`src/design/c2s_pkg.sv`:
```
// Shared types, widths and the arctangent table for the Cartesian to
// spherical converter. No dependencies.
`default_nettype none

package c2s_pkg;

   localparam int COORD_W = 20;
   localparam int ROOT_W  = 30;
   localparam int RAD_W   = 2 * ROOT_W;
   localparam int REM_W   = ROOT_W + 2;
   localparam int VEC_W   = 33;
   localparam int ACC_W   = 27;
   localparam int ANG_W   = ACC_W - 7;
   localparam int AZ_W    = 17;
   localparam int EL_W    = 16;
   localparam int RANGE_W = 20;
   localparam int MAX_STAGES = 32;
   localparam int DEFAULT_STAGES = 16;

   localparam logic signed [ACC_W-1:0] DEG180_Q16 = ACC_W'(11796480);
   localparam logic signed [ANG_W-1:0] AZ_LIMIT   = ANG_W'(46080);
   localparam logic signed [ANG_W-1:0] EL_LIMIT   = ANG_W'(23040);

   typedef struct packed {
      logic signed [COORD_W-1:0] x;
      logic signed [COORD_W-1:0] y;
      logic signed [COORD_W-1:0] z;
   } c2s_point_type;

   typedef struct packed {
      logic [RAD_W-1:0]  rad;
      logic [REM_W-1:0]  rem;
      logic [ROOT_W-1:0] root;
   } c2s_sqrt_type;

   typedef struct packed {
      logic signed [VEC_W-1:0] vx;
      logic signed [VEC_W-1:0] vy;
      logic signed [ACC_W-1:0] acc;
   } c2s_vec_type;

   typedef struct packed {
      logic [RANGE_W-1:0] range;
      logic               origin;
      logic               on_axis;
      logic               z_neg;
   } c2s_meta_type;

   // atan(2^-i) in units of 2^-16 degree.
   function automatic logic signed [ACC_W-1:0] atan_q16(input int i);
      logic signed [ACC_W-1:0] t;
      case (i)
         0:  t = ACC_W'(2949120);
         1:  t = ACC_W'(1740967);
         2:  t = ACC_W'(919879);
         3:  t = ACC_W'(466945);
         4:  t = ACC_W'(234379);
         5:  t = ACC_W'(117304);
         6:  t = ACC_W'(58666);
         7:  t = ACC_W'(29335);
         8:  t = ACC_W'(14668);
         9:  t = ACC_W'(7334);
         10: t = ACC_W'(3667);
         11: t = ACC_W'(1833);
         12: t = ACC_W'(917);
         13: t = ACC_W'(458);
         14: t = ACC_W'(229);
         15: t = ACC_W'(115);
         16: t = ACC_W'(57);
         17: t = ACC_W'(29);
         18: t = ACC_W'(14);
         19: t = ACC_W'(7);
         20: t = ACC_W'(4);
         21: t = ACC_W'(2);
         22: t = ACC_W'(1);
         default: t = '0;
      endcase
      return t;
   endfunction

   // Round to 1/256 degree, halves up, then clamp to +-lim.
   function automatic logic signed [ANG_W-1:0] round_sat(
      input logic signed [ACC_W-1:0] acc,
      input logic signed [ANG_W-1:0] lim
   );
      logic signed [ACC_W:0]   s;
      logic signed [ANG_W-1:0] r;
      s = {acc[ACC_W-1], acc} + (ACC_W+1)'(128);
      r = s[ACC_W:8];
      if (r > lim) begin
         r = lim;
      end else if (r < -lim) begin
         r = -lim;
      end
      return r;
   endfunction

endpackage

`default_nettype wire

```
`src/design/c2s_cordic_cell.sv`:
```
// One vectoring CORDIC stage for the azimuth and elevation lanes.
// Depends on c2s_pkg.
`default_nettype none

module c2s_cordic_cell
   import c2s_pkg::*;
#(
   parameter int STAGE = 0
)
(
   input  wire logic                clock,
   input  wire logic                reset,
   input  wire logic                in_valid,
   output      logic                in_ready,
   input  wire c2s_vec_type [1:0]   in_lane,
   input  wire c2s_meta_type        in_meta,
   output      logic                out_valid,
   input  wire logic                out_ready,
   output      c2s_vec_type [1:0]   out_lane,
   output      c2s_meta_type        out_meta
);

   localparam logic signed [ACC_W-1:0] ANGLE = atan_q16(STAGE);

   logic              valid_ff;
   c2s_vec_type [1:0] lane_ff;
   c2s_vec_type [1:0] lane_in;
   c2s_meta_type      meta_ff;

   assign in_ready  = !valid_ff || out_ready;
   assign out_valid = valid_ff;
   assign out_lane  = lane_ff;
   assign out_meta  = meta_ff;

   // A positive y turns the vector clockwise and adds the stage angle.
   always_comb begin
      logic signed [VEC_W-1:0] dx [2];
      logic signed [VEC_W-1:0] dy [2];
      for (int k = 0; k < 2; k++) begin
         dx[k] = in_lane[k].vy >>> STAGE;
         dy[k] = in_lane[k].vx >>> STAGE;
         if (in_lane[k].vy > 0) begin
            lane_in[k].vx  = in_lane[k].vx + dx[k];
            lane_in[k].vy  = in_lane[k].vy - dy[k];
            lane_in[k].acc = in_lane[k].acc + ANGLE;
         end else begin
            lane_in[k].vx  = in_lane[k].vx - dx[k];
            lane_in[k].vy  = in_lane[k].vy + dy[k];
            lane_in[k].acc = in_lane[k].acc - ANGLE;
         end
      end
   end

   always_ff @(posedge clock) begin
      if (reset) begin
         valid_ff <= 1'b0;
      end else if (in_ready) begin
         valid_ff <= in_valid;
      end
      if (in_valid && in_ready) begin
         lane_ff <= lane_in;
         meta_ff <= in_meta;
      end
   end

endmodule

`default_nettype wire

```
`config.mk`:
```
export PLATFORM = sky130hd
export DESIGN_NAME = c2s_cordic_cell
export DESIGN_NICKNAME = d
export VERILOG_FILES = /design/src/design/c2s_pkg.sv /design/src/design/c2s_cordic_cell.sv
export SDC_FILE = /design/constraint.sdc
export NUM_CORES = 1
export LEC_CHECK = 0
export ABC_CLOCK_PERIOD_IN_PS = 5400
export BUFFER_PORTS_ARGS = -buffer_cell sky130_fd_sc_hd__buf_2
export CAP_MARGIN = 10
export CORE_AREA = 2 2 216 218
export CTS_CLUSTER_SIZE = 8
export DETAILED_ROUTE_END_ITERATION = 6
export DIE_AREA = 0 0 218 220
export PLACE_DENSITY = 0.63
export SYNTH_ARGS = -nofsm -noshare
export SYNTH_HDL_FRONTEND = slang
export SYNTH_SLANG_ARGS = --single-unit
```
`constraint.sdc`:
```
create_clock -name clock -period 5.4 [get_ports clock]
set_input_delay 0.54 -clock clock [delete_from_list [all_inputs] [get_ports clock]]
set_output_delay 0.54 -clock clock [all_outputs]
set_load 0.03 [all_outputs]
```
==> summary by stage <==
Power
The internal power is 3.87 mW. Summed over all cells, the static leakage comes to 9.53 nW. The power density relative to cell area is 286 nW/um2. The power share of the combinational group is 0.364. The share of total power dissipated in the clock network is 0.296.

The total chip power is 6.20 mW. The share of total power dissipated in sequential elements is 0.340. In this run the power spent charging and discharging nets is 2.33 mW. Of the total power, the share spent switching nets is 0.376.

IR analysis of the VDD net gives a maximum drop of 0.255 mV.

CTS
The hold-fix buffer count after cts is 0. Clock-pin slew was measured on the worst setup and hold paths at 60 ps. The TritonCTS sink count is 208. The number of setup buffers added after CTS is 0. The cell chosen for the clock root is sky130_fd_sc_hd__clkbuf_16. The clock latency at the later pin of the worst-skew pair is 600 ps.

The clock passes through at most 3 buffers. TritonCTS built the clock tree. CTS built an H-tree with a depth of 1. Clock tree synthesis inserted a total of 31 buffers.

The number of gates resized after cts is 0.

Final layout
The sequential cells in the finished layout cover a total of 6240 um2. The number of filler instances in the final layout is 4,511. The area of the multi-input gates is 10,700 um2. The final layout contains 2,841 nets.

Measured on the finished design, the core utilization comes to 0.472. The relative area change from synthesis to final layout is 19.8%. In the final layout, the share of cells above drive strength 1 is 0.208.

Die
In this run the count of I/O pins placed on the die edge is 424. After floorplanning, the core was divided into 79 placement rows. The die area is 48,000 um2. The initial utilization of the core area, before any placement, comes to 0.394. The total area inside the core boundary comes to 45,900 um2. The floorplan step set the die height to 220 um. The horizontal die dimension is 218 um.

GRT
The number of global-route vias before repair is 16,400. The global-route total usage across every layer is 0.267. Summed over all layers, the global routing overflow is 0. The first global-routing pass estimated 98,400 um of wire.

The largest net degree at the start of global routing is 87. The number of antenna violations at the first check in global routing came to 10.

Critical path
In this design, the critical path's most frequently occurring cell is sky130_fd_sc_hd__o211a_1. The nature of the critical path endpoint is a register. The number of cells on the worst reg-to-reg path is 3. The kind of launch point of the worst setup path is a primary input.

Traced cell by cell, the critical path runs through buf_2 -> inv_1 -> ha_1 -> nor2b_1 -> o311ai_0 -> o211a_1 -> a211oi_2 -> a2111oi_2 -> o31ai_1 -> a211o_1 -> o211a_1 -> xnor2_1. The required arrival time at the worst endpoint is 5740 ps. The cell family with the largest share of critical-path delay is compound AO/OA/AOI/OAI gates. The logic depth of the worst path, buffers included is 12. The cell at the slowest stage of the critical path is sky130_fd_sc_hd__a2111oi_2. The buffering stage count on the worst path with inverters included is 2. The largest fanout on the critical path is 11.

The largest single stage delay on the critical path is 760 ps. The worst endpoint data arrival time is 3980 ps. The critical path is of the primary input to register type.

Placed design
After legalization and detailed placement, the total HPWL measured 53,500 um. Buffers placed on the I/O ports in this run total 423. Routability-driven placement finished with a final weighted congestion of 1.02.

Timing
The number of hold-slack violations in the final timing report came to 0. The slew at the pin closest to its max-slew limit is 1010 ps. The worst slew slack as a fraction of its limit is 0.322. The number of pins exceeding their max-slew limit in the final report is 0.

The final critical-path required period is 3640 ps. The worst clock skew is 20.0 ps. Dividing the final minimum period by the clock period gives 0.674. Setup repair after global routing left no endpoint under its margin. The maximum clock frequency is 275 MHz. Setup violations remaining at the end of the flow were counted as 0. The setup TNS after final layout is 0 ps.

Synthesis
The sequential fraction of the synthesis area is 0.345. Of all cell types, the one taking the most synthesized area is sky130_fd_sc_hd__edfxtp_1. The share of async-settable or async-resettable flops after synthesis is 0. Yosys attributes the largest share of cell area to sky130_fd_sc_hd__edfxtp_1, sky130_fd_sc_hd__ha_1, sky130_fd_sc_hd__a21oi_1.

Summing every instance area after synthesis gives 18,100 um2. Dividing the synthesized area by the synthesized cell count gives 8.92 um2. Synthesis handed over a netlist of 2,025 instances. Synthesis produced a netlist with a net count of 2,456.

Yosys printed 0 warnings. Counting flops and latches in the post-synthesis netlist gives 208. Yosys mapped a number of flops with a built-in enable equal to 207. Of the post-synthesis cell area, the dominant cell type holds 0.344. The commonest cells after synthesis are sky130_fd_sc_hd__a21oi_1, sky130_fd_sc_hd__ha_1, sky130_fd_sc_hd__edfxtp_1.

The netlist uses 80 different library cells. The most used standard cell by instance count after synthesis is sky130_fd_sc_hd__a21oi_1. The predominant post-synthesis flop cell is sky130_fd_sc_hd__edfxtp_1.

Routing
For this block, the via count after detailed routing is 17,400. The detailed router finished its first iteration with 1,534 violations. The average wire length per cell after detail routing is 22.0 um.

After detailed routing, the number of remaining DRC violations is 0. The routed wire length is 67,000 um. The post-detailed-route via-to-cell ratio is 5.71. For this run, the detailed router's first-pass iteration total came to 7. The remaining antenna violation count is 0.

Flow run
The tool flagged a number of max-cap violations equal to 0.

Min path
The cell count of the worst hold path is 1. The type of the worst min-delay path is primary input to register.

Outcome
The run finished with clean final reports.
## stage by stage
stage          hold slack, ps  instances  instance area [um2]  worst slack [ps]
2_1_floorplan             609       2025                18100              1480
3_5_place_dp              595       2984                20700              1190
4_1_cts                  90.1       3035                21600              1830
3_3_place_gp              576       2984                20700              1230
5_1_grt                  95.9       3041                21700              1630
6_report                  122       3041                21700              1760
## final cells by class
type / instances / area share
diodes: 6 / 0.000693
clock buffers: 45 / 0.0382
clock inverters: 6 / 0.00318
inverters: 206 / 0.0357
multi-input cells: 1525 / 0.495
flip-flops and latches: 208 / 0.288
well taps: 607 / 0.0351
repair buffers: 438 / 0.104
## cells by family (layout without fill, tap and decap cells)
group / count (synthesis) / in the layout / synth area share
XOR/XNOR: 146 / 146 / 0.0708
adder cells (fa/ha/maj): 218 / 218 / 0.154
multiplexers: 26 / 26 / 0.0144
other: 0 / 6 / 0
buffers and inverters: 292 / 695 / 0.0617
flip-flops: 208 / 208 / 0.345
AO/OA/AOI/OAI: 655 / 655 / 0.227
AND/OR/NAND/NOR: 480 / 480 / 0.127
## path summary, 6_finish.rpt
path | from | endpoint | slack [ps]
hold / removal | in_meta[8] | out_meta[8] | 120
setup / recovery | in_lane[32] | out_lane[92] | 1760
setup reg to reg | out_valid | out_lane[172] | 3260
hold reg to reg | out_valid | out_valid | 590
## metal layers
layer,share of wire,global-route usage
met1,0.40,0.338
met2,0.47,0.449
met3,0.084,0.0475
met4,0.041,0.110
met5,0.00078,0
## cell usage in the layout (no fill, tap or decap), types with 28 or more instances in the layout
cell type                     n
sky130_fd_sc_hd__nor2_1     166
sky130_fd_sc_hd__buf_2      423
sky130_fd_sc_hd__inv_1      199
sky130_fd_sc_hd__nor3_1      40
sky130_fd_sc_hd__ha_1       210
sky130_fd_sc_hd__o21ai_0    131
sky130_fd_sc_hd__edfxtp_1   207
sky130_fd_sc_hd__o21bai_1    38
sky130_fd_sc_hd__nand2_1    103
sky130_fd_sc_hd__nand2b_1    32
sky130_fd_sc_hd__o31ai_1     28
sky130_fd_sc_hd__a21oi_1    256
sky130_fd_sc_hd__a21o_1      30
sky130_fd_sc_hd__xnor2_1    132
sky130_fd_sc_hd__clkbuf_16   31
## sequential cells by signal, indices dropped and copies added, names as in the netlist
register,cells
out_lane,184
out_meta,23
out_valid,1
## power by group through the flow
stage                     Sequential, mW  Clock, mW  Combinational [mW]
final                               2.11       1.83                2.26
after CTS                           2.11       1.89                2.24
after global placement              2.14          0                2.22
after detailed placement            2.14          0                2.22
after floorplan                     2.51          0                1.11
after global routing                2.12       1.95                2.43
Note: power is estimated with default switching activity, not from simulation.
