[config.mk]
export PLATFORM = sky130hd
export DESIGN_NAME = c2s_sqrt_cell
export DESIGN_NICKNAME = d
export VERILOG_FILES = /design/src/design/c2s_pkg.sv /design/src/design/c2s_sqrt_cell.sv
export SDC_FILE = /design/constraint.sdc
export NUM_CORES = 1
export LEC_CHECK = 0
export ABC_CLOCK_PERIOD_IN_PS = 19000
export BUFFER_PORTS_ARGS = -buffer_cell sky130_fd_sc_hd__clkbuf_2
export CAP_MARGIN = 15
export CORE_AREA = 2 2 241 243
export CTS_CLUSTER_SIZE = 16
export DETAILED_ROUTE_END_ITERATION = 8
export DIE_AREA = 0 0 243 245
export GPL_ROUTABILITY_DRIVEN = 0
export PLACE_DENSITY = 0.47
export SLEW_MARGIN = 15
export SYNTH_ARGS = -nofsm -noshare
export SYNTH_HDL_FRONTEND = slang
export SYNTH_SLANG_ARGS = --single-unit
[constraint.sdc]
create_clock -name clock -period 19 [get_ports clock]
set_clock_uncertainty 0.2 [all_clocks]
set_input_delay 0.95 -clock clock [delete_from_list [all_inputs] [get_ports clock]]
set_output_delay 0.95 -clock clock [all_outputs]
set_load 0.03 [all_outputs]
[src/design/c2s_pkg.sv]
// Shared types, widths and the arctangent table for the Cartesian to
// spherical converter. No dependencies.
`default_nettype none

package c2s_pkg;

   localparam int COORD_W = 20;
   localparam int ROOT_W  = 30;
   localparam int RAD_W   = 2 * ROOT_W;
   localparam int REM_W   = ROOT_W + 2;
   localparam int VEC_W   = 33;
   localparam int ACC_W   = 27;
   localparam int ANG_W   = ACC_W - 7;
   localparam int AZ_W    = 17;
   localparam int EL_W    = 16;
   localparam int RANGE_W = 20;
   localparam int MAX_STAGES = 32;
   localparam int DEFAULT_STAGES = 16;

   localparam logic signed [ACC_W-1:0] DEG180_Q16 = ACC_W'(11796480);
   localparam logic signed [ANG_W-1:0] AZ_LIMIT   = ANG_W'(46080);
   localparam logic signed [ANG_W-1:0] EL_LIMIT   = ANG_W'(23040);

   typedef struct packed {
      logic signed [COORD_W-1:0] x;
      logic signed [COORD_W-1:0] y;
      logic signed [COORD_W-1:0] z;
   } c2s_point_type;

   typedef struct packed {
      logic [RAD_W-1:0]  rad;
      logic [REM_W-1:0]  rem;
      logic [ROOT_W-1:0] root;
   } c2s_sqrt_type;

   typedef struct packed {
      logic signed [VEC_W-1:0] vx;
      logic signed [VEC_W-1:0] vy;
      logic signed [ACC_W-1:0] acc;
   } c2s_vec_type;

   typedef struct packed {
      logic [RANGE_W-1:0] range;
      logic               origin;
      logic               on_axis;
      logic               z_neg;
   } c2s_meta_type;

   // atan(2^-i) in units of 2^-16 degree.
   function automatic logic signed [ACC_W-1:0] atan_q16(input int i);
      logic signed [ACC_W-1:0] t;
      case (i)
         0:  t = ACC_W'(2949120);
         1:  t = ACC_W'(1740967);
         2:  t = ACC_W'(919879);
         3:  t = ACC_W'(466945);
         4:  t = ACC_W'(234379);
         5:  t = ACC_W'(117304);
         6:  t = ACC_W'(58666);
         7:  t = ACC_W'(29335);
         8:  t = ACC_W'(14668);
         9:  t = ACC_W'(7334);
         10: t = ACC_W'(3667);
         11: t = ACC_W'(1833);
         12: t = ACC_W'(917);
         13: t = ACC_W'(458);
         14: t = ACC_W'(229);
         15: t = ACC_W'(115);
         16: t = ACC_W'(57);
         17: t = ACC_W'(29);
         18: t = ACC_W'(14);
         19: t = ACC_W'(7);
         20: t = ACC_W'(4);
         21: t = ACC_W'(2);
         22: t = ACC_W'(1);
         default: t = '0;
      endcase
      return t;
   endfunction

   // Round to 1/256 degree, halves up, then clamp to +-lim.
   function automatic logic signed [ANG_W-1:0] round_sat(
      input logic signed [ACC_W-1:0] acc,
      input logic signed [ANG_W-1:0] lim
   );
      logic signed [ACC_W:0]   s;
      logic signed [ANG_W-1:0] r;
      s = {acc[ACC_W-1], acc} + (ACC_W+1)'(128);
      r = s[ACC_W:8];
      if (r > lim) begin
         r = lim;
      end else if (r < -lim) begin
         r = -lim;
      end
      return r;
   endfunction

endpackage

`default_nettype wire

[src/design/c2s_sqrt_cell.sv]
// One digit-by-digit square root cell: two lanes, one root bit each per beat.
// Depends on c2s_pkg.
`default_nettype none

module c2s_sqrt_cell
   import c2s_pkg::*;
(
   input  wire logic                 clock,
   input  wire logic                 reset,
   input  wire logic                 in_valid,
   output      logic                 in_ready,
   input  wire c2s_sqrt_type [1:0]   in_lane,
   input  wire c2s_point_type        in_point,
   output      logic                 out_valid,
   input  wire logic                 out_ready,
   output      c2s_sqrt_type [1:0]   out_lane,
   output      c2s_point_type        out_point
);

   logic               valid_ff;
   c2s_sqrt_type [1:0] lane_ff;
   c2s_sqrt_type [1:0] lane_in;
   c2s_point_type      point_ff;

   assign in_ready  = !valid_ff || out_ready;
   assign out_valid = valid_ff;
   assign out_lane  = lane_ff;
   assign out_point = point_ff;

   always_comb begin
      logic [REM_W+1:0] r4    [2];
      logic [REM_W+1:0] trial [2];
      for (int k = 0; k < 2; k++) begin
         r4[k]    = {in_lane[k].rem, in_lane[k].rad[RAD_W-1 -: 2]};
         trial[k] = {2'b00, in_lane[k].root, 2'b01};
         lane_in[k].rad = {in_lane[k].rad[RAD_W-3:0], 2'b00};
         if (r4[k] >= trial[k]) begin
            lane_in[k].rem  = REM_W'(r4[k] - trial[k]);
            lane_in[k].root = {in_lane[k].root[ROOT_W-2:0], 1'b1};
         end else begin
            lane_in[k].rem  = REM_W'(r4[k]);
            lane_in[k].root = {in_lane[k].root[ROOT_W-2:0], 1'b0};
         end
      end
   end

   always_ff @(posedge clock) begin
      if (reset) begin
         valid_ff <= 1'b0;
      end else if (in_ready) begin
         valid_ff <= in_valid;
      end
      if (in_valid && in_ready) begin
         lane_ff  <= lane_in;
         point_ff <= in_point;
      end
   end

endmodule

`default_nettype wire

==> results of run 1 <==
[per-layer routing]
metal / GRT usage [%] / vias up / share of wire [%]
met1: 18.28 / 4950 / 41
li1: - / 4894 / -
met5: 0 / - / 0.16
met4: 4.800 / 12 / 2.5
met3: 5.161 / 78 / 8.5
met2: 24.96 / 385 / 48
[layout make-up]
class                           count  area (sq um)  share of cell area (%)
Inverter                           85         319.1                   1.733
Multi-Input combinational cell    568          3862                   20.98
Antenna cell                        3         7.507                 0.04078
Sequential cell                   301          9029                   49.05
Clock inverter                     21         195.2                   1.060
Tap cell                          765         957.2                   5.199
Clock buffer                       41         940.9                   5.111
Timing Repair Buffer              614          3098                   16.83
[placed cells by master (no fill, tap or decap), types with 15 or more instances in the layout]
| cell type | n |
|---|---|
| nor2_1 | 46 |
| xnor2_1 | 30 |
| nor3_1 | 15 |
| xor2_1 | 22 |
| nand2_1 | 73 |
| clkbuf_2 | 609 |
| a21o_1 | 38 |
| inv_1 | 85 |
| edfxtp_1 | 300 |
| a21oi_1 | 84 |
| clkbuf_16 | 37 |
| ha_1 | 64 |
| o21ai_0 | 44 |
[worst max-delay path: stages]
cell      delay [ps]
clkbuf_2          90
inv_1             40
ha_1             360
a211oi_1         260
nor2_1           130
or3_1            310
o21ai_1          260
a21oi_1          240
a211o_1          380
a31oi_4          680
buf_4            420
a211oi_1          90
a21o_1           160
[worst paths after layout]
kind	end	slack, ps	cells past startpoint
min	out_valid$_SDFFE_PP0N_	330	2
min reg2reg	out_valid$_SDFFE_PP0N_	330	2
max	out_lane[37]$_DFFE_PP_	14710	13
max reg2reg	out_lane[101]$_DFFE_PP_	16110	4
[logic make-up after synthesis]
logic type,share of synthesized area (%)
flops,67.70
compound gates,12.11
simple gates,6.473
buf+inv,3.443
fa+ha+maj,6.004
xor+xnor,3.415
mux,0.8256
other cells,0.02812
[where the power goes]
| part | total, mW | switching, mW | internal [mW] |
|---|---|---|---|
| Sequential | 0.811 | 0.0155 | 0.796 |
| Clock | 0.681 | 0.284 | 0.397 |
| Combinational | 0.357 | 0.241 | 0.116 |
| Total | 1.85 | 0.540 | 1.31 |
[metrics by stage]
step | power (mW) | setup slack, ps | hold WS, ps | instances | util, %
global placement | 1.183 | 14270 | 318.0 | 2333 | 30.27
detailed placement | 1.184 | 14170 | 321.8 | 2333 | 30.27
global route | 1.933 | 14370 | 344.0 | 2398 | 32.28
CTS | 1.879 | 14740 | 330.0 | 2395 | 32.26
floorplan | 1.063 | 9981 | 659.5 | 982 | -
finish | 1.849 | 14710 | 328.1 | 2398 | 32.28
[state kept, by name, summed over array words and instances (netlist names)]
name and flops:
out_point 60, out_lane 240, out_valid 1
==> out/qor.txt, run 1 <==
Outcome = completed
First-pass GRT wire length = 66940 um
RSZ-0062 raised after global routing = no
Startpoint types = primary input
Starting Density = 23.38%
Count of different cell masters after synthesis = 67
Synthesized flop and latch total = 301
DR WL/cell = 19.47 um
Post-placement cell area = 17270 sq um
Post-route DRC = 0
Clock Tree Root = clkbuf_16
# rows = 88
Dominant synthesized flop cell = edfxtp_1
I/O pin count = 614
Chip height = 245 um
Vias in the first global route = 10.33k
Port bufs = 609
Slew Limit Fails = 0
Kind of critical path = in2reg
Number of synthesized flops with an enable pin = 300
Most instantiated cells after synthesis = edfxtp_1, inv_1, a21oi_1
Power Density = 100.4 nW/um^2
Skew-Pair Late Insertion Delay = 520 ps
Share of layout cells above drive strength 1 = 42.27%
CP Launch Point = in_lane[3]
# Post-CTS Setup Buffers = 0
Hold Buf Count CTS = 0
Crit path max fanout = 32
Max cap viols = 0
Peak VDD IR = 61.05 uV
Slew Limit Headroom = 20.10%
Cell count after synthesis = 979
Antenna Nets Post-Route = 0
Hpwl dp = 37350 um
Hold Startpoint = out_valid$_SDFFE_PP0N_
Antenna violations before repair = 9
Final period util = 22.56%
Max Root-Sink Buffers = 3
Core ar. = 57030 sq um
Final #Nets = 1979
WP data required = 19100 ps
Pin count of the biggest net entering global routing = 164
Most instantiated library cell after synthesis = edfxtp_1
Final wirelength = 46690 um
Total CTS buffers = 37
Crit path DAT = 4380 ps
Worst r2r src = out_valid$_SDFFE_PP0N_
LEAKAGE = 8.196 nW
Clock sinks = 301
DIE WIDTH = 243 um
Synth async-reset ratio = 0%
Initial DRC count = 509
Htree depth = 2
Synth area leader = edfxtp_1
Clock-pin slew on the worst setup and hold paths = 60 ps
GR Util All Layers = 15.02%
HP Class = reg2reg
Die area = 59540 sq um
# resized after CTS = 0
Synthesis-to-finish area growth = 38.03%
Grt ovf = 0
CTS tree = built
Hold Vio Cnt, Final = 0
First-pass detailed-route iteration total = 5
Register area share after synthesis = 67.70%
Worst Max-Slew Pin Slew = 1199 ps
CP endpoint kind = register
Final Setup Violations = 0
Final min period = 4286 ps
Finished layout cell area = 18410 sq um
F_max = 233.3 MHz
Synth top area cells = edfxtp_1, ha_1, a21oi_1, inv_1, a21o_1
Avg Inst Size Synth = 13.62 sq um
Synthesis Warnings = 0
Drt via density = 4.303
Synth top area share = 67.55%
Post-Syn Area = 13340 sq um
Fill cell count = 5924
Via count = 10.32k
Total negative slack = 0 ps
No activity file was read; power rests on OpenSTA's default activity.
==> run 2, diff against run 1 <==
- ABC_AREA: not set -> 1
- ABC_CLOCK_PERIOD_IN_PS: 19000 -> 4310
- CORE_AREA: 2 2 241 243 -> 2 2 237 239
- DIE_AREA: 0 0 243 245 -> 0 0 239 241
- PLACE_DENSITY: 0.47 -> 0.52
- clock period: 19 -> 4.31 ns (I/O delays scaled with it)
==> out/qor.txt, run 2 <==
Hpwl dp = 41670 um (+12%)
Max cap viols = 0 (unchanged)
Final min period = 2900 ps
Min Hold Slack = 50.43 ps (-277.7 ps)
Hold Buf Count CTS = 299 (+299)
Skew-Pair Late Insertion Delay = 550 ps (+30 ps)
CTS tree = built
Synth top area share = 58.40% (-9.1 points)
Htree depth = 2 (unchanged)
Synth area leader = edfxtp_1
Chip height = 241 um (-1.6%)
Crit path DAT = 2960 ps (-1420 ps)
Pin count of the biggest net entering global routing = 90 (-45%)
DR WL/cell = 16.88 um (-13%)
Antenna violations before repair = 3 (-6)
Core ar. = 54880 sq um (-3.8%)
Number of synthesized flops with an enable pin = 300 (unchanged)
Outcome = completed
Finished Layout Cells = 3270 (+36%)
Register area share after synthesis = 58.53% (-9.2 points)
Final period util = 67.28%
Total power = 8.739 mW (+370%)
Cell count after synthesis = 1604 (+64%)
Peak VDD IR = 254.1 uV (+320%)
HP Class = in2reg
Most instantiated cells after synthesis = nand2_1, edfxtp_1, inv_1
Dominant synthesized flop cell = edfxtp_1
Share of layout cells above drive strength 1 = 29.04% (-13 points)
CP endpoint kind = register
R2R Path End = out_lane[215]$_DFFE_PP_
Max Root-Sink Buffers = 3 (unchanged)
Count of different cell masters after synthesis = 35 (-48%)
Startpoint types = primary input
Grt ovf = 0 (unchanged)
Synthesis Warnings = 0 (unchanged)
Final Util = 42.85% (+11 points)
Total negative slack = 0 ps (unchanged)
Synthesized flop and latch total = 301 (unchanged)
I/O pin count = 614 (unchanged)
LEAKAGE = 11.69 nW (+43%)
Synthesis-to-finish area growth = 52.42%
Post-Place Cells = 2904 (+24%)
F_max = 344.9 MHz
Clock sinks = 301 (unchanged)
Critical path's largest stage delay = 570 ps (-110 ps)
GR Util All Layers = 18.39% (+3.4 points)
Drt via density = 4.376 (+1.7%)
First-pass detailed-route iteration total = 5 (unchanged)
Slew Limit Fails = 0 (unchanged)
Power Density = 371.7 nW/um^2 (+270%)
Worst r2r src = out_valid$_SDFFE_PP0N_
Max reg flops = 240 (unchanged)
Via count = 14.31k (+39%)
CP Launch Point = in_lane[138]
Initial DRC count = 882 (+73%)
Hold Startpoint = out_ready
Avg Inst Size Synth = 9.617 sq um (-29%)
Critical path's slowest cell = dlygate4sd3_1
Total CTS buffers = 37 (unchanged)
Final wirelength = 55190 um (+18%)
Final #Nets = 2910 (+47%)
Crit path capture = out_lane[153]$_DFFE_PP_
Antenna Nets Post-Route = 0 (unchanged)
Final Setup Violations = 0 (unchanged)
Path depth of the worst reg2reg path = 2 (-2)
# Post-CTS Setup Buffers = 0 (unchanged)
Crit path max fanout = 34 (+6.3%)
Hold Vio Cnt, Final = 0 (unchanged)
Post-Syn Area = 15430 sq um (+16%)
RSZ-0062 raised after global routing = no
First-pass GRT wire length = 81700 um (+22%)
Slew Limit Headroom = 43.83% (+24 points)
R2r setup slk = 2100 ps (-14010 ps)
Clock-pin slew on the worst setup and hold paths = 60 ps (about the same)
Worst Max-Slew Pin Slew = 840.6 ps (-357.9 ps)
Most instantiated library cell after synthesis = nand2_1
Cells along the critical path = dlygate4sd3_1 > clkbuf_2 > inv_1 > ha_1 > nand2_2 > nor2_1 > nand2_1 > nor4_4 > nand2_4 > nand2_8 > o21ai_0
Kind of critical path = in2reg
DIE WIDTH = 239 um (-1.6%)
Starting Density = 28.11% (+4.7 points)
Synth top area cells = edfxtp_1, nand2_1, inv_1, ha_1, nand3_1
Die area = 57600 sq um (-3.3%)
Most frequent cells in the layout = clkbuf_2, nand2_1, edfxtp_1
Synth async-reset ratio = 0% (unchanged)
Vias in the first global route = 14.60k (+41%)
WP data required = 4370 ps (-14730 ps)
Post-route DRC = 0 (unchanged)
Fill cell count = 5314 (-10%)
Port bufs = 609 (unchanged)
Most common cell after layout, fill and taps aside = clkbuf_2
Clock Tree Root = clkbuf_16
# rows = 86 (-2.3%)
# resized after CTS = 0 (unchanged)
==> run 2: worst min-delay path by stage <==
stage | endpoint | cells after the start
4_1_cts | out_lane[153]$_DFFE_PP_ | 3
3_5_place_dp | out_valid$_SDFFE_PP0N_ | 2
3_3_place_gp | out_valid$_SDFFE_PP0N_ | 2
6_report | out_lane[79]$_DFFE_PP_ | 3
2_1_floorplan | out_valid$_SDFFE_PP0N_ | 1
5_1_grt | out_lane[79]$_DFFE_PP_ | 3
==> run 2: area by class of cell <==
type	count	area, sq um	area share, %
clock buffer	45	998.5	4.246
antenna	1	2.502	0.01064
multi-input combinational	981	5101	21.70
tap	704	880.8	3.746
sequential	301	9032	38.42
timing repair buffer	916	6138	26.11
clock inverter	21	221.5	0.9419
inverter	301	1137	4.837
==> run 2: kinds of logic (layout without fill, tap and decap cells) <==
logic type | Yosys count | in the layout | synth area share, %
compound gates | 51 | 51 | 1.849
xor+xnor | 26 | 26 | 1.476
fa+ha+maj | 64 | 64 | 5.191
buf+inv | 325 | 1283 | 8.549
flops | 301 | 301 | 58.53
other cells | 1 | 5 | 0.02431
simple gates | 836 | 836 | 24.38
==> run 2: stage by stage <==
| step | setup slack (ps) | area (sq um) |
|---|---|---|
| 5_1_grt | 1263 | 23510 |
| 2_1_floorplan | -1646 | 15460 |
| 3_5_place_dp | 1450 | 19300 |
| 4_1_cts | 1482 | 23510 |
| 3_3_place_gp | 1477 | 19300 |
| 6_report | 1410 | 23510 |
==> run 2: where the power goes <==
part / switching [mW] / total (mW) / internal [mW]
Sequential: 0.0684 / 3.57 / 3.50
Clock: 1.26 / 3.16 / 1.90
Combinational: 1.31 / 2.01 / 0.700
Total: 2.64 / 8.74 / 6.10
==> run 2: per-layer routing <==
metal  track usage, %  vias to the layer above  part of all wire, %
met5                0                        -                0.049
met4            7.159                        4                  3.3
met3            3.820                      104                  6.3
met2            30.43                      490                   47
met1            23.60                     6679                   43
li1                 -                     7032                    -
==> run 2: critical path: cells and delay by family <==
kind	cells	cell delay, ps
AO/OA/AOI/OAI	1	170
buffers and inverters	3	740
AND/OR/NAND/NOR	6	1350
adder cells (fa/ha/maj)	1	410
==> run 3, diff against run 2 <==
- ABC_CLOCK_PERIOD_IN_PS: 4310 -> 2500
- PLACE_DENSITY: 0.52 -> 0.54
- clock period: 4.31 -> 2.5 ns (I/O delays scaled with it)
==> out/qor.txt, run 3 (synthesized netlist as in run 2, its figures left out) <==
Outcome = completed
Clock Tree Root = clkbuf_16
CTS tree = built
WP data required = 2580 ps (-1790 ps)
Htree depth = 2 (unchanged)
Port bufs = 609 (unchanged)
Total CTS buffers = 36 (-2.7%)
Hold Vio Cnt, Final = 0 (unchanged)
Path depth of the worst reg2reg path = 3 (+1)
Core ar. = 54880 sq um (unchanged)
CP endpoint kind = register
Drt via density = 4.417 (+0.93%)
Post-route setup slack = 111.2 ps (-1299 ps)
Slew Limit Fails = 0 (unchanged)
Initial DRC count = 870 (-1.4%)
Power Density = 620.3 nW/um^2 (+67%)
Final wirelength = 57310 um (+3.8%)
Psw = 4.595 mW (+74%)
Hold path depth = 4 (+1)
Via count = 14.60k (+2.0%)
Max reg flops = 240 (unchanged)
Max Root-Sink Buffers = 3 (unchanged)
Slew Limit Headroom = 51.34% (+7.5 points)
Worst Max-Slew Pin Slew = 729.9 ps (-110.7 ps)
Kind of critical path = in2reg
Crit path max fanout = 13 (-62%)
Min Hold Slack = 51.45 ps (+1.028 ps)
Internal power = 10.46 mW (+71%)
Placement Setup Slack = 6.149 ps (-1444 ps)
DR WL/cell = 17.34 um (+2.7%)
Flop pwr share = 40.9% (about the same)
Chip height = 241 um (unchanged)
Final Setup Violations = 0 (unchanged)
HP Class = in2reg
Antenna violations before repair = 6 (+3)
Clock power share = 34.7% (-1.5 points)
# rows = 86 (unchanged)
Clock sinks = 301 (unchanged)
Skew-Pair Late Insertion Delay = 530 ps (-20 ps)
First-pass GRT wire length = 82210 um (+0.63%)
Peak VDD IR = 531.0 uV (+110%)
First-pass detailed-route iteration total = 5 (unchanged)
Most frequent cells in the layout = clkbuf_2, nand2_1, dlygate4sd3_1
Share of layout cells above drive strength 1 = 32.00% (+3.0 points)
Starting Density = 28.11% (unchanged)
Most common cell after layout, fill and taps aside = clkbuf_2
Startpoint types = primary input
Grt ovf = 0 (unchanged)
Post-route DRC = 0 (unchanged)
DIE WIDTH = 239 um (unchanged)
LEAKAGE = 11.88 nW (+1.6%)
Crit path DAT = 2470 ps (-490 ps)
Final min period = 2389 ps
Max cap viols = 0 (unchanged)
Synthesis-to-finish area growth = 57.30%
Antenna Nets Post-Route = 0 (unchanged)
Vias in the first global route = 14.54k (-0.40%)
Clock-pin slew on the worst setup and hold paths = 60 ps (about the same)
Final #Nets = 2943 (+1.1%)
Die area = 57600 sq um (unchanged)
GR Util All Layers = 18.62% (+0.23 points)
I/O pin count = 614 (unchanged)
Hpwl dp = 42920 um (+3.0%)
Sw Ratio = 30.53% (+0.30 points)
Pin count of the biggest net entering global routing = 114 (+27%)
Final period util = 95.55%
F_max = 418.6 MHz
Power share of the combinational group = 24.5% (+1.5 points)
-- run 3: cell count changes in the layout (fill, tap and decap cells not counted), sizes merged --
cell         delta
diode           +3
inv             -4
dlygate4sd3     +3
bufinv          -1
nand2           +2
clkbuf          -1
buf            +29
clkinv          +4
-- run 3: worst paths after layout --
check	slack, ps	start	to
setup / recovery	110	in_lane[20]	out_lane[35]$_DFFE_PP_
hold / removal	50	out_ready	out_lane[217]$_DFFE_PP_
setup reg to reg	650	out_valid$_SDFFE_PP0N_	out_lane[74]$_DFFE_PP_
hold reg to reg	620	out_valid$_SDFFE_PP0N_	out_lane[217]$_DFFE_PP_
-- run 3: final cells by class --
cell class                 instances  area (sq um)
antenna                            4         10.01
clock buffer                      44         973.4
clock inverter                    20         188.9
fill                            5251         30610
inverter                         301          1130
multi-input combinational        983          5547
sequential                       301          9032
tap                              704         880.8
timing repair buffer             948          6502
-- run 3: repair_timing --
action                                 4_1_cts  5_1_grt
endpoints found under the hold margin      338        0
setup endpoints to repair                    0       64
setup buffers                                0        6
gates resized for setup                      0       74
hold buffers                               302        0
-- run 3: worst max-delay path, stage by stage --
cell and delay, ps:
dlygate4sd3_1 550, clkbuf_2 120, inv_1 70, ha_4 290
nand2_2 90, nor2_4 140, nand2_2 90, nor2_4 100
nand2_1 70, a21oi_2 190, nor2_4 80, buf_12 130
buf_4 130, buf_12 140, nand3_1 70, nand2_1 60
-- run 3: power by group through the flow --
stage / Sequential (mW) / Combinational (mW) / Clock, mW
final: 6.15 / 3.68 / 5.22
after global placement: 6.25 / 3.11 / 0
after CTS: 6.15 / 3.54 / 5.39
after global routing: 6.18 / 3.99 / 5.54
after detailed placement: 6.25 / 3.13 / 0
after floorplan: 7.01 / 1.26 / 0
-- run 3: metal layers --
metal,vias up,wire length [um],GRT usage [%]
met5,-,26,0
met4,4,1676,6.723
met3,94,4360,4.564
met2,529,27700,31.35
met1,6867,23550,23.21
li1,7103,-,-
-- run 3: per-stage QoR --
stage	TNS, ps	instances	power [mW]	cell area (sq um)	utilization (%)
finish	0	3305	15.05	24260	44.22
global route	-5.132	3305	15.71	24260	44.22
CTS	0	3293	15.08	23740	43.25
detailed placement	0	2927	9.383	19550	35.62
global placement	0	2927	9.361	19550	35.62
floorplan	-1032660	1607	8.276	15450	-
